### src/design/scw_pkg.sv
// scw_pkg: shared types, constants and the band lookup for the scroll wheel
// acceleration block. No dependencies; every other design file uses it by
// scoped names.
package scw_pkg;

  localparam int TIME_BITS  = 32;
  localparam int BAND_COUNT = 6;

  localparam int CLICK_W  = 8;
  localparam int TICK_W   = 20;
  localparam int LIMIT_W  = 32;
  localparam int STEP_W   = 16;
  localparam int PROD_W   = CLICK_W + TICK_W;   // clicks * tick_rate
  localparam int SCALED_W = PROD_W + 3;         // rate in eighths
  localparam int SMOOTH_W = SCALED_W - 2;       // rounded rate, 29 bits
  localparam int DIV_N_W  = SCALED_W + 2;       // 2*scaled + 8*rate
  localparam int FACTOR_W = 5;
  localparam int CSTEP_W  = CLICK_W + FACTOR_W;
  localparam int DIV_STEPS = DIV_N_W;
  localparam int DIV_CNT_W = $clog2(DIV_STEPS + 1);

  localparam int SMOOTH_DIVISOR = 3;

  // Config register map
  localparam logic [1:0] REG_IDLE_LIMIT   = 2'd0;
  localparam logic [1:0] REG_TICK_RATE    = 2'd1;
  localparam logic [1:0] REG_STEP_CEILING = 2'd2;

  localparam logic [LIMIT_W-1:0] IDLE_LIMIT_RST   = 32'd500;
  localparam logic [TICK_W-1:0]  TICK_RATE_RST    = 20'd1000;
  localparam logic [STEP_W-1:0]  STEP_CEILING_RST = 16'd1000;

  typedef logic [TIME_BITS-1:0] time_t;

  typedef struct packed {
    logic [LIMIT_W-1:0] idle_limit;
    logic [TICK_W-1:0]  tick_rate;
    logic [STEP_W-1:0]  step_ceiling;
  } cfg_t;

  typedef struct packed {
    logic               start;
    logic [DIV_N_W-1:0] dividend;
    time_t              divisor;
  } div_req_t;

  typedef struct packed {
    logic               done;
    logic [DIV_N_W-1:0] quotient;
  } div_rsp_t;

  // Bands, fastest first
  localparam logic [SMOOTH_W-1:0] BAND_FLOOR [BAND_COUNT] = '{
    29'd40, 29'd32, 29'd26, 29'd18, 29'd10, 29'd0
  };
  localparam logic [FACTOR_W-1:0] BAND_FACTOR [BAND_COUNT] = '{
    5'd16, 5'd11, 5'd7, 5'd4, 5'd2, 5'd1
  };

  // First band whose floor the rate reaches wins
  function automatic logic [FACTOR_W-1:0] band_factor(input logic [SMOOTH_W-1:0] rate);
    logic [FACTOR_W-1:0] f;
    f = FACTOR_W'(1);
    for (int k = BAND_COUNT - 1; k >= 0; k--) begin
      if (rate >= BAND_FLOOR[k]) f = BAND_FACTOR[k];
    end
    return f;
  endfunction

endpackage

### src/design/scroll_wheel_acceleration.sv
// scroll_wheel_acceleration: top level with the item sequencer, spin state
// and output register. Depends on scw_pkg, scw_regs and scw_div.
//
// Usage: wheel items enter on the input channel (in_valid_i / in_stall_o)
// and exactly one scroll step per item leaves on the output channel
// (out_valid_o / out_stall_i). A transfer happens on a clock edge with valid
// high and stall low. Registers are written over the APB-style port while
// the block is idle: a rule for the user, which the block does not enforce.
// One item is in work at a time; in_stall_o is high from the transfer until
// the result is loaded into the output register. The states an item runs
// through up to that load: a clear item or pass-through, DECIDE and EMIT;
// a new spin, DECIDE, CHECK, BAND and EMIT; a continuing spin, DECIDE,
// CHECK, RATE, SMOOTH, ROUND, BAND and EMIT.
// A continuing spin runs the shared divider twice, 33 steps per pass (rate
// = clicks * tick_rate / gap, then the divide by three of the smoother).
// A result waiting under out_stall_i holds in the output register while the
// next item is taken; a finished item whose result cannot be loaded waits.
// Reset (rst_ni low, asynchronous) clears the spin state, restores the
// register defaults and empties the output register.
module scroll_wheel_acceleration (
  input  logic                         clk_i,
  input  logic                         rst_ni,
  input  logic                         psel,
  input  logic                         penable,
  input  logic                         pwrite,
  input  logic [3:0]                   paddr,
  input  logic [31:0]                  pwdata,
  output logic [31:0]                  prdata,
  output logic                         pready,
  input  logic                         in_valid_i,
  output logic                         in_stall_o,
  input  logic                         kind_i,
  input  logic signed [1:0]            turn_direction_i,
  input  logic [scw_pkg::CLICK_W-1:0]  click_count_i,
  input  logic [31:0]                  event_time_i,
  output logic                         out_valid_o,
  input  logic                         out_stall_i,
  output logic [scw_pkg::STEP_W-1:0]   scroll_step_o
);

  typedef enum logic [3:0] {
    ST_IDLE, ST_DECIDE, ST_CHECK, ST_RATE, ST_SMOOTH, ST_ROUND, ST_BAND, ST_EMIT
  } state_e;

  scw_pkg::cfg_t     cfg;
  scw_pkg::div_req_t div_req;
  scw_pkg::div_rsp_t div_rsp;

  state_e                          state_q;
  logic                            kind_q;
  logic                            dir_zero_q;
  logic                            neg_q;
  logic [scw_pkg::CLICK_W-1:0]     clicks_q;
  scw_pkg::time_t                  now_q;
  scw_pkg::time_t                  gap_q;
  logic                            late_q;
  logic [scw_pkg::PROD_W-1:0]      prod_q;
  logic                            spin_valid_q;
  logic                            spin_sign_q;
  scw_pkg::time_t                  prev_time_q;
  logic [scw_pkg::SCALED_W-1:0]    scaled_q;
  logic [scw_pkg::SMOOTH_W-1:0]    smoothed_q;
  logic [scw_pkg::STEP_W-1:0]      result_q;
  logic                            out_valid_q;
  logic [scw_pkg::STEP_W-1:0]      out_step_q;

  logic [scw_pkg::STEP_W-1:0]      ceiling;
  logic [scw_pkg::TIME_BITS:0]     time_diff;
  logic                            new_spin;
  logic [scw_pkg::PROD_W-1:0]      rate;
  logic [scw_pkg::DIV_N_W-1:0]     blend;
  logic [scw_pkg::CSTEP_W-1:0]     raw_step;
  logic [scw_pkg::STEP_W-1:0]      band_step;
  logic [scw_pkg::STEP_W-1:0]      pass_step;
  logic                            out_free;

  scw_regs u_regs (
    .clk_i   (clk_i),
    .rst_ni  (rst_ni),
    .psel    (psel),
    .penable (penable),
    .pwrite  (pwrite),
    .paddr   (paddr),
    .pwdata  (pwdata),
    .prdata  (prdata),
    .pready  (pready),
    .cfg_o   (cfg)
  );

  scw_div u_div (
    .clk_i  (clk_i),
    .rst_ni (rst_ni),
    .req_i  (div_req),
    .rsp_o  (div_rsp)
  );

  assign ceiling   = (cfg.step_ceiling == '0) ? scw_pkg::STEP_W'(1) : cfg.step_ceiling;
  assign pass_step = (scw_pkg::STEP_W'(clicks_q) < ceiling) ? scw_pkg::STEP_W'(clicks_q)
                                                             : ceiling;
  assign time_diff = {1'b0, now_q} - {1'b0, prev_time_q};
  assign new_spin  = !spin_valid_q || (spin_sign_q != neg_q) || late_q ||
                     (64'(gap_q) > 64'(cfg.idle_limit));
  assign rate      = div_rsp.quotient[scw_pkg::PROD_W-1:0];
  assign blend     = scw_pkg::DIV_N_W'({scaled_q, 1'b0}) +
                     scw_pkg::DIV_N_W'({rate, 3'b000});
  assign raw_step  = scw_pkg::CSTEP_W'(clicks_q) *
                     scw_pkg::CSTEP_W'(scw_pkg::band_factor(smoothed_q));
  assign band_step = (scw_pkg::STEP_W'(raw_step) > ceiling) ? ceiling
                                                            : scw_pkg::STEP_W'(raw_step);
  assign out_free  = !out_valid_q || !out_stall_i;

  // Divider requests: rate pass from CHECK, smoothing pass when rate is done
  always_comb begin
    div_req.start    = 1'b0;
    div_req.dividend = scw_pkg::DIV_N_W'(prod_q);
    div_req.divisor  = (gap_q == '0) ? scw_pkg::time_t'(1) : gap_q;
    case (state_q)
      ST_CHECK: div_req.start = !new_spin;
      ST_RATE: begin
        div_req.start    = div_rsp.done;
        div_req.dividend = blend;
        div_req.divisor  = scw_pkg::time_t'(scw_pkg::SMOOTH_DIVISOR);
      end
      default: ;
    endcase
  end

  always_ff @(posedge clk_i or negedge rst_ni) begin
    if (!rst_ni) begin
      state_q      <= ST_IDLE;
      kind_q       <= 1'b0;
      dir_zero_q   <= 1'b0;
      neg_q        <= 1'b0;
      clicks_q     <= '0;
      now_q        <= '0;
      gap_q        <= '0;
      late_q       <= 1'b0;
      prod_q       <= '0;
      spin_valid_q <= 1'b0;
      spin_sign_q  <= 1'b0;
      prev_time_q  <= '0;
      scaled_q     <= '0;
      smoothed_q   <= '0;
      result_q     <= '0;
      out_valid_q  <= 1'b0;
      out_step_q   <= '0;
    end else begin
      // Output register: load a finished result, else drop a taken one
      if (state_q == ST_EMIT && out_free) begin
        out_valid_q <= 1'b1;
        out_step_q  <= result_q;
      end else if (!out_stall_i) begin
        out_valid_q <= 1'b0;
      end
      case (state_q)
        ST_IDLE: begin
          if (in_valid_i) begin
            kind_q     <= kind_i;
            dir_zero_q <= (turn_direction_i == 2'sd0);
            neg_q      <= turn_direction_i[1];
            clicks_q   <= (click_count_i == '0) ? scw_pkg::CLICK_W'(1) : click_count_i;
            now_q      <= scw_pkg::time_t'(event_time_i);
            state_q    <= ST_DECIDE;
          end
        end
        ST_DECIDE: begin
          if (kind_q) begin
            spin_valid_q <= 1'b0;
            spin_sign_q  <= 1'b0;
            prev_time_q  <= '0;
            scaled_q     <= '0;
            smoothed_q   <= '0;
            result_q     <= '0;
            state_q      <= ST_EMIT;
          end else if (dir_zero_q || cfg.tick_rate == '0) begin
            result_q <= pass_step;
            state_q  <= ST_EMIT;
          end else begin
            gap_q   <= time_diff[scw_pkg::TIME_BITS-1:0];
            late_q  <= time_diff[scw_pkg::TIME_BITS];
            prod_q  <= scw_pkg::PROD_W'(clicks_q) * scw_pkg::PROD_W'(cfg.tick_rate);
            state_q <= ST_CHECK;
          end
        end
        ST_CHECK: begin
          prev_time_q <= now_q;
          if (new_spin) begin
            scaled_q     <= '0;
            smoothed_q   <= '0;
            spin_sign_q  <= neg_q;
            spin_valid_q <= 1'b1;
            state_q      <= ST_BAND;
          end else begin
            state_q <= ST_RATE;
          end
        end
        ST_RATE: begin
          if (div_rsp.done) state_q <= ST_SMOOTH;
        end
        ST_SMOOTH: begin
          if (div_rsp.done) begin
            scaled_q <= div_rsp.quotient[scw_pkg::SCALED_W-1:0];
            state_q  <= ST_ROUND;
          end
        end
        ST_ROUND: begin
          smoothed_q <= scw_pkg::SMOOTH_W'((scaled_q + scw_pkg::SCALED_W'(4)) >> 3);
          state_q    <= ST_BAND;
        end
        ST_BAND: begin
          result_q <= band_step;
          state_q  <= ST_EMIT;
        end
        ST_EMIT: begin
          if (out_free) state_q <= ST_IDLE;
        end
        default: state_q <= ST_IDLE;
      endcase
    end
  end

  assign in_stall_o    = (state_q != ST_IDLE);
  assign out_valid_o   = out_valid_q;
  assign scroll_step_o = out_step_q;

endmodule

### src/design/scw_regs.sv
// scw_regs: APB-style configuration registers (idle limit, tick rate, step
// ceiling). Depends on scw_pkg.
module scw_regs (
  input  logic               clk_i,
  input  logic               rst_ni,
  input  logic               psel,
  input  logic               penable,
  input  logic               pwrite,
  input  logic [3:0]         paddr,
  input  logic [31:0]        pwdata,
  output logic [31:0]        prdata,
  output logic               pready,
  output scw_pkg::cfg_t      cfg_o
);

  scw_pkg::cfg_t cfg_q;
  logic [1:0]    reg_idx;

  assign reg_idx = paddr[3:2];
  assign pready  = 1'b1;
  assign cfg_o   = cfg_q;

  always_ff @(posedge clk_i or negedge rst_ni) begin
    if (!rst_ni) begin
      cfg_q.idle_limit   <= scw_pkg::IDLE_LIMIT_RST;
      cfg_q.tick_rate    <= scw_pkg::TICK_RATE_RST;
      cfg_q.step_ceiling <= scw_pkg::STEP_CEILING_RST;
    end else if (psel && penable && pwrite) begin
      case (reg_idx)
        scw_pkg::REG_IDLE_LIMIT:   cfg_q.idle_limit   <= pwdata;
        scw_pkg::REG_TICK_RATE:    cfg_q.tick_rate    <= pwdata[scw_pkg::TICK_W-1:0];
        scw_pkg::REG_STEP_CEILING: cfg_q.step_ceiling <= pwdata[scw_pkg::STEP_W-1:0];
        default: ;
      endcase
    end
  end

  always_comb begin
    case (reg_idx)
      scw_pkg::REG_IDLE_LIMIT:   prdata = cfg_q.idle_limit;
      scw_pkg::REG_TICK_RATE:    prdata = 32'(cfg_q.tick_rate);
      scw_pkg::REG_STEP_CEILING: prdata = 32'(cfg_q.step_ceiling);
      default:                   prdata = '0;
    endcase
  end

endmodule

### src/design/scw_div.sv
// scw_div: shared restoring divider, one quotient bit per cycle. Used for
// both the spin rate and the divide-by-three smoothing. Depends on scw_pkg.
module scw_div (
  input  logic                clk_i,
  input  logic                rst_ni,
  input  scw_pkg::div_req_t   req_i,
  output scw_pkg::div_rsp_t   rsp_o
);

  logic [scw_pkg::DIV_N_W-1:0]   num_q;
  scw_pkg::time_t                den_q;
  scw_pkg::time_t                rem_q;
  logic [scw_pkg::DIV_CNT_W-1:0] cnt_q;
  logic                          busy_q;
  logic                          done_q;

  logic [scw_pkg::TIME_BITS:0]   shifted;
  logic [scw_pkg::TIME_BITS:0]   diff;
  logic                          fit;

  assign shifted = {rem_q, num_q[scw_pkg::DIV_N_W-1]};
  assign diff    = shifted - {1'b0, den_q};
  assign fit     = shifted >= {1'b0, den_q};

  // Quotient bits shift in behind the dividend bits
  always_ff @(posedge clk_i or negedge rst_ni) begin
    if (!rst_ni) begin
      num_q  <= '0;
      den_q  <= '0;
      rem_q  <= '0;
      cnt_q  <= '0;
      busy_q <= 1'b0;
      done_q <= 1'b0;
    end else begin
      done_q <= 1'b0;
      if (req_i.start) begin
        num_q  <= req_i.dividend;
        den_q  <= req_i.divisor;
        rem_q  <= '0;
        cnt_q  <= scw_pkg::DIV_CNT_W'(scw_pkg::DIV_STEPS);
        busy_q <= 1'b1;
      end else if (busy_q) begin
        rem_q <= fit ? diff[scw_pkg::TIME_BITS-1:0] : shifted[scw_pkg::TIME_BITS-1:0];
        num_q <= {num_q[scw_pkg::DIV_N_W-2:0], fit};
        cnt_q <= cnt_q - scw_pkg::DIV_CNT_W'(1);
        if (cnt_q == scw_pkg::DIV_CNT_W'(1)) begin
          busy_q <= 1'b0;
          done_q <= 1'b1;
        end
      end
    end
  end

  assign rsp_o.done     = done_q;
  assign rsp_o.quotient = num_q;

endmodule

### config.mk
export PLATFORM = sky130hd
export DESIGN_NAME = scroll_wheel_acceleration
export DESIGN_NICKNAME = d
export VERILOG_FILES = /design/src/design/scw_pkg.sv /design/src/design/scroll_wheel_acceleration.sv /design/src/design/scw_regs.sv /design/src/design/scw_div.sv
export SDC_FILE = /design/constraint.sdc
export NUM_CORES = 1
export LEC_CHECK = 0
export BUFFER_PORTS_ARGS = -buffer_cell sky130_fd_sc_hd__buf_2
export CAP_MARGIN = 20
export CORE_ASPECT_RATIO = 1.4
export CORE_MARGIN = 2
export CORE_UTILIZATION = 47
export CTS_BUF_LIST = sky130_fd_sc_hd__clkbuf_4
export CTS_CLUSTER_DIAMETER = 120
export DETAILED_ROUTE_END_ITERATION = 10
export PLACE_DENSITY_LB_ADDON = 0.1
export SETUP_SLACK_MARGIN = 0.5
export SLEW_MARGIN = 20
export SYNTH_ARGS = -nofsm -noshare
export SYNTH_HDL_FRONTEND = slang
export SYNTH_SLANG_ARGS = --single-unit
### constraint.sdc
create_clock -name clk_i -period 7.9 [get_ports clk_i]
set_input_delay 1.185 -clock clk_i [delete_from_list [all_inputs] [get_ports clk_i]]
set_output_delay 1.185 -clock clk_i [all_outputs]
set_load 0.01 [all_outputs]
== Word-level counts from Yosys, hierarchy flattened ==
Index checks and enable logic that the tools add are counted.

* Register bits after elaboration: 408
* Bits in latches: 0
* Bits in writable memories: 0
* ROM bits: 0
* Input bits: 86
* Output and inout bits: 51
* Logic and storage cells: 152
* Memories: 0

* $add $sub $neg: 5
* Multiply operators: 2
* Div/mod/pow operators: 0
* Magnitude comparators: 9
* Eq/ne operators: 19
* Shift-type cells: 0
* Muxes and demuxes: 53
* Bitwise gates (word level): 2
* Reductions and logical operators: 36

{| class="wikitable"
|+ Operators with widths
! kind !! count
|-
| $mux 32 || 5
|-
| $pmux 32 s3 || 1
|-
| $mux 31 || 3
|-
| $pmux 31 s3 || 1
|-
| $pmux 29 s3 || 1
|-
| $mux 16 || 5
|-
| $mux 33 || 2
|-
| $mux 65 || 1
|-
| $pmux 32 s2 || 1
|-
| $ge 29x5->1 const B || 2
|-
| $ge 29x6->1 const B || 2
|-
| $mux 29 || 2
|-
| $add 32x31->33 || 1
|-
| $ge 33x32->1 || 1
|-
| $sub 32x32->33 || 1
|-
| $gt 32x32->1 || 1
|-
| $logic_not 32->1 || 1
|-
| $pmux 16 s2 || 1
|-
| $pmux 4 s8 || 1
|-
| $sub 32x32->32 || 1
|-
| $add 31x3->31 const B || 1
|-
| $ge 29x4->1 const B || 1
|-
| $mul 8x20->28 || 1
|-
| $logic_not 20->1 || 1
|-
| 36 further kinds || 88
|}

== Depth between registers and ports, before layout ==
Gate-level depths: netlist of run 1.

* Depth after elaboration: 10
* Depth in mapped cells: 29
* Mapped depth without buffers: 29

== Cells and area by module ==
Synthesis of run 1 repeated with hierarchy kept, for this count alone.

* Cell total of the unflattened synthesis: 3356
* Area, all modules: 30312.8 µm²

{| class="wikitable"
|+ By module, submodules not included
! module !! instances !! cells an instance !! area an instance (µm²) !! seq. area each (µm²)
|-
| scroll_wheel_acceleration || 1 || 2390 || 20784.9 || 5805.6
|-
| scw_div || 1 || 740 || 6470.0 || 2627.5
|-
| scw_regs || 1 || 226 || 3057.9 || 1724.2
|}

== Worst setup path before layout of run 1 ==
No wires, ideal clock.

* Path type: register to register
* Start: register smoothed_q[18] in the netlist's numbering
* End: register result_q[4] in the netlist's numbering
* Setup time: 0.125 ns
* Arrival time: 6.962 ns
* Data required time: 7.775 ns
* Slack: 0.814 ns
* Cell stages (with the launch flop): 26
* Buffers on the path: 1
* Clock period less this slack: 7.086 ns
* Path through: dfrtp_1 -> or4_1 -> nor4_1 -> nand2_1 -> nor2_1 -> nand2_1 -> fa_1 -> fa_1 -> fa_1 -> inv_1 -> ha_1 -> a21oi_1 -> o21bai_1 -> a21oi_1 -> o21ai_0 -> a21o_1 -> a21oi_1 -> xnor2_1 -> ha_1 -> nand4_1 -> o211a_1 -> a2111oi_0 -> clkbuf_1 -> mux2i_1 -> o22ai_1 -> mux2_2

* Word-level cells in the longest chain between the ends: 10
* Elaborated cells between the ends (all ways): 14
* Classes of those cells: mul (1); order compare (6); mux (7)

{| class="wikitable"
|+ RTL lines
! element !! RTL line !! text
|-
| from (decl) || scroll_wheel_acceleration.sv:62 || <nowiki>logic [scw_pkg::SMOOTH_W-1:0] smoothed_q;</nowiki>
|-
| from (signal assigned) || scroll_wheel_acceleration.sv:207 || <nowiki>smoothed_q <= scw_pkg::SMOOTH_W'((scaled_q + scw_pkg::SCALED_W'(4)) >> 3);</nowiki>
|-
| $ge 29x4->1 || scw_pkg.sv:65 || <nowiki>if (rate >= BAND_FLOOR[k]) f = BAND_FACTOR[k];</nowiki>
|-
| $mux 2 || scw_pkg.sv:65 ||
|-
| $mux 3 (2 in a row) || scw_pkg.sv:65 ||
|-
| $mux 5 || scw_pkg.sv:65 ||
|-
| $mux 5 (*) || scw_pkg.sv:65 ||
|-
| $mul 8x5->13 (*) || scroll_wheel_acceleration.sv:106 || <nowiki>assign raw_step = scw_pkg::CSTEP_W'(clicks_q) *</nowiki>
|-
| $gt 13x16->1 || scroll_wheel_acceleration.sv:108 || <nowiki>assign band_step = (scw_pkg::STEP_W'(raw_step) > ceiling) ? ceiling</nowiki>
|-
| $mux 16 (*) || scroll_wheel_acceleration.sv:108 ||
|-
| $pmux 16 s2 (*) || scroll_wheel_acceleration.sv:155 || <nowiki>case (state_q)</nowiki>
|-
| to (signal assigned) || scroll_wheel_acceleration.sv:176 || <nowiki>result_q <= pass_step;</nowiki>
|-
| to (signal assigned) || scroll_wheel_acceleration.sv:211 || <nowiki>result_q <= band_step;</nowiki>
|-
| to (decl) || scroll_wheel_acceleration.sv:63 || <nowiki>logic [scw_pkg::STEP_W-1:0] result_q;</nowiki>
|}

Mark *: on every way between the ends. The rest lies on a longest branch, timed or not.
A chain may end at the register's enable or synchronous reset.

== Worst setup path after layout of run 1 ==
Ends and elaborated chain as after synthesis.

==> flow_summary.ini, run 1 <==
[status]
status = finished clean

[finish]
final_cell_area_sq_mm = 0.0324
area_growth_pct = 9.91
final_nets = 3720
final_layout_size_suffix_gt1_share_pct = 14.8
post-route-util_pct = 52.2
layout.cells.non_filler = 4206
nFillCells = 5826

[pwr]
p_leak_nw = 15.6
power_per_cell_area_mw_per_mm2 = 500
ir_worst_vdd_v = 0.000229

[synth]
synth_nets = 3603
ys_seq_area_share_pct = 34.5
postSynthCellCount = 3172
yosysWarnings = 0
ys.flop_type = dfrtp_1
postSynthAreaPerCell_sq_um = 9.29
yosys.cell_types.count = 83
synth_seq_cells = 405
netlist_area_sq_mm = 0.0295
synthArstFlopShare_pct = 100
synth_edf_count = 0

[route]
vias = 23699
drt-initial-drc-count = 1352
routed_wl_um = 80200
drtAntennaViolNets = 0
first_pass_iters = 7
drc_errors = 0
vias_per_cell = 5.63
wl_per_cell_um = 19.1

[die]
initial_core_util_pct = 47.5
core_sq_mm = 0.0620
rows = 108
die_y_um = 300
ios = 137
dieArea_sq_mm = 0.0647
die_w_um = 216

[sta]
hold_viol = 0
finalCriticalPeriod_ps = 6990
fmax_mhz = 143
grt_setup_unrepaired = no
fin_crit_sh_pct = 88.5
max_slew_margin_pct = 27.1
clock_skew_ps = 111
slew_violations = 0
setup_viol_count_final = 0
tightest_slew_ps = 1090
final.setup.tns_ps = 0

[critical_path]
worstSetupPathType = flop to flop
start_kind = flop
required_ps = 8680
cp.arrival_ps = 7780
worstSetupEndpointType = flop
critPathMaxFanout = 6

[global_route]
grt_max_degree = 166
grt_pass1_vias = 24101
globalRoute.totalOverflow = 0
track_usage_pct = 25.0
antenna_found_initial = 1
grt_pass1_wl_um = 130000

[clocking]
max-clock-path-buffers = 3
cts.sinks = 405
clk_latency_ps = 940
cts.clk_slew.worst_paths_ps = 70
cts_buffers = 105
h-tree-depth = 3
cts_hold_buf = 0
cts-root-buf = clkbuf_4
cts_tree = done

[place]
placed_cells = 4006
gp_congestion = 0.923
hpwl_um = 58600
placed_cell_area_sq_mm = 0.0309
numPortBuffers = 133

[run]
maxCapViolations = 0

[hold_path]
hold_path.class = input port to async pin
## state kept, by name (all words and copies together), names as in the netlist, 3 cells and up
name,count
u_regs.cfg_o,68
u_div.num_q,33
gap_q,32
now_q,32
prev_time_q,32
u_div.den_q,32
u_div.rem_q,32
scaled_q,31
prod_q,28
smoothed_q,27
result_q,16
scroll_step_o,16
clicks_q,8
u_div.cnt_q,6
state_q,3
## area by class of cell
cell class,instances,area [sq um],share of cell area [%]
Multi-Input combinational cell,2324,17700,54.8
Clock buffer,157,1180,3.64
Antenna cell,1,2.50,0.00773
Sequential cell,405,10200,31.4
Inverter,280,1050,3.25
Tap cell,825,1030,3.19
Timing Repair Buffer,173,1000,3.10
Clock inverter,41,204,0.630
## power breakdown
group	internal [mW]	switching [mW]
clock network	0.923	0.947
registers	2.81	0.927
logic	4.61	5.96
total	8.34	7.83
## final timing paths
kind,start,cells past startpoint,to,slack [ps]
hold / removal,rst_ni,1,u_div.rem_q[12]$_DFFE_PN0P_,270
max in group asynchronous,rst_ni,2,scroll_step_o[6]$_DFFE_PN0P_,6120
setup reg to reg,smoothed_q[18]$_DFFE_PN0P_,25,result_q[4]$_DFFE_PN0P_,910
min in group clk_i,pwdata[31],3,u_regs.cfg_o[67]$_DFFE_PN0P_,460
setup / recovery,smoothed_q[18]$_DFFE_PN0P_,25,result_q[4]$_DFFE_PN0P_,910
hold reg to reg,spin_valid_q$_DFFE_PN0P_,2,spin_valid_q$_DFFE_PN0P_,480
## layer usage
layer  wire length (um)  track usage (%)  up-vias
met2              38500             42.4      651
met5                  0                0        -
met1              35300             33.0    11596
li1                   -                -    11339
met4               1870             8.24        0
met3               4490             3.67      113
## placed cells by master (no fill, tap or decap), drive strengths merged, types with 18 or more instances in the layout
master   count
nand3       66
and3        23
fa         129
a22o        38
a31oi       22
dfstp       18
nand2b      23
dfrtp      387
o21bai      18
mux2        91
buf        173
mux2i       76
inv        282
a21o        84
o21ai      259
nor2       121
xor2        61
clkbuf     157
xnor2       70
a211oi      52
nor2b       24
ha         216
o2bb2ai     27
nor3        49
clkinv      39
a21oi      137
nor4        25
nand2      383
and2       107
nand4       30
## critical path, cell delays in order (launching register included)
cell,delay [ps]
dfrtp_1,380
or4_1,590
nor4_4,260
buf_6,180
nor2b_1,170
o311a_1,270
nand2_1,90
fa_1,510
fa_1,520
fa_1,540
inv_1,50
ha_1,330
a21o_1,190
a21oi_1,190
o21bai_1,90
a21oi_1,190
o21ai_0,160
xor2_1,200
ha_1,320
nand4_1,160
o211a_1,300
a2111oi_4,440
buf_4,190
mux2i_1,210
o22ai_1,100
mux2_2,290
## repair_timing
action | 4_1_cts | 5_1_grt
resized for setup | 1 | 9
pin swaps | 0 | 1
setup endpoints to repair | 1 | 13
setup buffers | 0 | 1
## Yosys cell counts (all sizes together), types with 30 or more instances
library cell  number  area [sq um]
nand3             66           330
dfrtp            387          9680
nor3              49           250
fa               129          2580
a22o              38           333
nor2             121           454
and2             107           669
xor2              61           534
nand4             30           188
a21oi            137           689
o21ai            259          1300
inv              280          1050
clkbuf           147           552
xnor2             70           613
a21o              84           631
ha               216          2700
nand2            383          1440
mux2i             76           761
mux2              91          1020
a211oi            52           390
## through the flow
step                hold slack, ps  worst slack [ps]  total power [mW]
finish                         272               905              16.2
global route                   294               455              17.8
CTS                            218               606              16.3
detailed placement             455               521              14.3
global placement               453               521              14.0
floorplan                      438               814              11.6
## kinds of logic (layout without fill, tap and decap cells)
| kind of cell | count (synthesis) | in the layout | synth area share, % |
|---|---|---|---|
| AO/OA/AOI/OAI | 775 | 775 | 17.2 |
| multiplexers | 167 | 167 | 6.06 |
| adder cells (fa/ha/maj) | 345 | 345 | 17.9 |
| XOR/XNOR | 131 | 131 | 3.90 |
| AND/OR/NAND/NOR | 905 | 905 | 14.7 |
| flip-flops | 405 | 405 | 34.5 |
| buffers and inverters | 443 | 651 | 5.73 |
| other | 1 | 2 | 0.0127 |
(Power assumes the default switching activity.)
==> inputs of run 2 (changes only) <==
Settings changed: CAP_MARGIN 20 to unset, CORE_ASPECT_RATIO 1.4 to 0.5, MAX_ROUTING_LAYER set to met4.
==> run 2 against run 1 <==
  * Die area increased by 0.14%
  * Register-to-register slack about the same
  * Sequential share of layout area increased by 0.13 points
  * Clock power decreased by 5%
  * Global-route usage increased by 1.5 points
  * Worst hold slack improved by 60 ps
==> flow_summary.ini, run 2 (synthesized netlist as in run 1, its figures left out) <==
[status]
status = finished clean

[critical_path]
rr_worst_depth = 28
critPathMaxStageDelay_ps = 550
start_kind = flop
r2r-end = result_q[4]$_DFFE_PN0P_
path_delay_family = adder cells
path_buf_inv = 5
required_ps = 8680
r2r_slack_ps = 920
worstSetupPathType = flop to flop
cp.arrival_ps = 7760
worstSetupEndpointType = flop
cp_slowest_cell = fa_1
critPathMaxFanout = 8
reg2reg_from = smoothed_q[18]$_DFFE_PN0P_

[die]
rows = 64
initial_core_util_pct = 47.9
core_sq_mm = 0.0615
die_w_um = 358
ios = 137
die_y_um = 181
dieArea_sq_mm = 0.0648

[place]
numPortBuffers = 133
gp_congestion = 0.926
placed_cells = 4000
placed_cell_area_sq_mm = 0.0309
hpwl_um = 59600

[finish]
most-common-layout-cells = 386 x dfrtp_1, 381 x nand2_1, 280 x inv_1
largest_reg_flops = 68
area_growth_pct = 9.44
final_layout_size_suffix_gt1_share_pct = 14.4
nFillCells = 5855
final_nets = 3714
mostFrequentLayoutCell = dfrtp_1
final_cell_area_sq_mm = 0.0322
post-route-util_pct = 52.4
layout.cells.non_filler = 4189

[clocking]
cts.sinks = 405
cts-root-buf = clkbuf_4
h-tree-depth = 3
cts.clk_slew.worst_paths_ps = 90
cts_hold_buf = 0
cts_buffers = 100
clk_latency_ps = 930
max-clock-path-buffers = 3
cts_tree = done

[pwr]
seqPwrFrac_pct = 22.6
ir_worst_vdd_v = 0.000337
power_switching_mw = 8.08
fin_total_pwr_mw = 16.4
p_clk_share_pct = 10.9
internal_power_mw = 8.28
power_per_cell_area_mw_per_mm2 = 508
p_leak_nw = 15.5
p_sw_share_pct = 49.4
combPwrFrac_pct = 66.5

[route]
first_pass_iters = 5
drc_errors = 0
routed_wl_um = 81900
vias_per_cell = 5.69
drtAntennaViolNets = 0
vias = 23836
drt-initial-drc-count = 1840
wl_per_cell_um = 19.5

[sta]
final.setup.tns_ps = 0
hold_viol = 0
fin_crit_sh_pct = 88.4
setup_viol_count_final = 0
finalCriticalPeriod_ps = 6980
fmax_mhz = 143
max_slew_margin_pct = 24.4
clock_skew_ps = 64.0
slew_violations = 0
tightest_slew_ps = 1130
grt_setup_unrepaired = no

[global_route]
antenna_found_initial = 6
globalRoute.totalOverflow = 0
track_usage_pct = 26.5
grt_max_degree = 131
grt_pass1_wl_um = 131000
grt_pass1_vias = 23388

[run]
maxCapViolations = 0

[hold_path]
hold_path.class = input port to async pin
## run 2: cell count changes in the layout (fill, tap and decap cells not counted), moves of 2 or more
| cell | previous run | this run |
|---|---|---|
| clkinv_1 | 26 | 21 |
| clkinv_2 | 8 | 4 |
| nor4_1 | 21 | 23 |
| nor2_1 | 118 | 116 |
| nor2_4 | 3 | 5 |
| a21oi_1 | 133 | 131 |
| diode_2 | 1 | 9 |
| clkbuf_4 | 157 | 143 |
| clkinv_4 | 4 | 1 |
## run 2: timing repair
item / 4_1_cts / 5_1_grt
buffers inserted: 0 / 6
setup endpoints to repair: 5 / 13
resized for setup: 2 / 13
hold endpoints to repair: 0 / 0
pin swaps: 0 / 1
## run 2: cell type report
type	count	area, sq um	area share (%)
multi-input cells	2324	17800	55.1
flip-flops and latches	405	10200	31.5
clock buffers	143	1070	3.33
inverters	280	1050	3.26
well taps	825	1030	3.20
repair buffers	172	981	3.04
clock inverters	31	161	0.501
diodes	9	22.5	0.0699
## run 2: worst max-delay path by stage
stage / startpoint / endpoint / slack, ps / cells past startpoint
floorplan: smoothed_q[18]$_DFFE_PN0P_ / result_q[4]$_DFFE_PN0P_ / 810 / 25
global placement: smoothed_q[18]$_DFFE_PN0P_ / result_q[8]$_DFFE_PN0P_ / 540 / 27
detailed placement: smoothed_q[18]$_DFFE_PN0P_ / result_q[8]$_DFFE_PN0P_ / 400 / 28
CTS: smoothed_q[18]$_DFFE_PN0P_ / result_q[4]$_DFFE_PN0P_ / 530 / 27
global route: smoothed_q[18]$_DFFE_PN0P_ / result_q[4]$_DFFE_PN0P_ / 500 / 28
finish: smoothed_q[18]$_DFFE_PN0P_ / result_q[4]$_DFFE_PN0P_ / 920 / 28
## run 2: metrics by stage
| stage | hold slack, ps | worst slack [ps] |
|---|---|---|
| floorplan | 438 | 814 |
| global placement | 457 | 542 |
| detailed placement | 463 | 405 |
| CTS | 233 | 535 |
| global route | 328 | 503 |
| finish | 332 | 917 |
## run 2: per-layer routing
layer / track usage, % / share of wire (%) / vias to the layer above
met5: - / 0 / -
met4: 6.01 / 1.8 / 0
met3: 5.63 / 6.9 / 133
met2: 36.2 / 41 / 647
met1: 39.8 / 51 / 11730
li1: - / - / 11326
## run 2: power groups by stage
stage,sequential [mW],combinational [mW],clock [mW]
floorplan,3.24,8.38,0
CTS,3.68,10.8,1.84
finish,3.70,10.9,1.78
global route,3.80,12.3,1.95
global placement,3.70,10.6,0
detailed placement,3.71,10.8,0
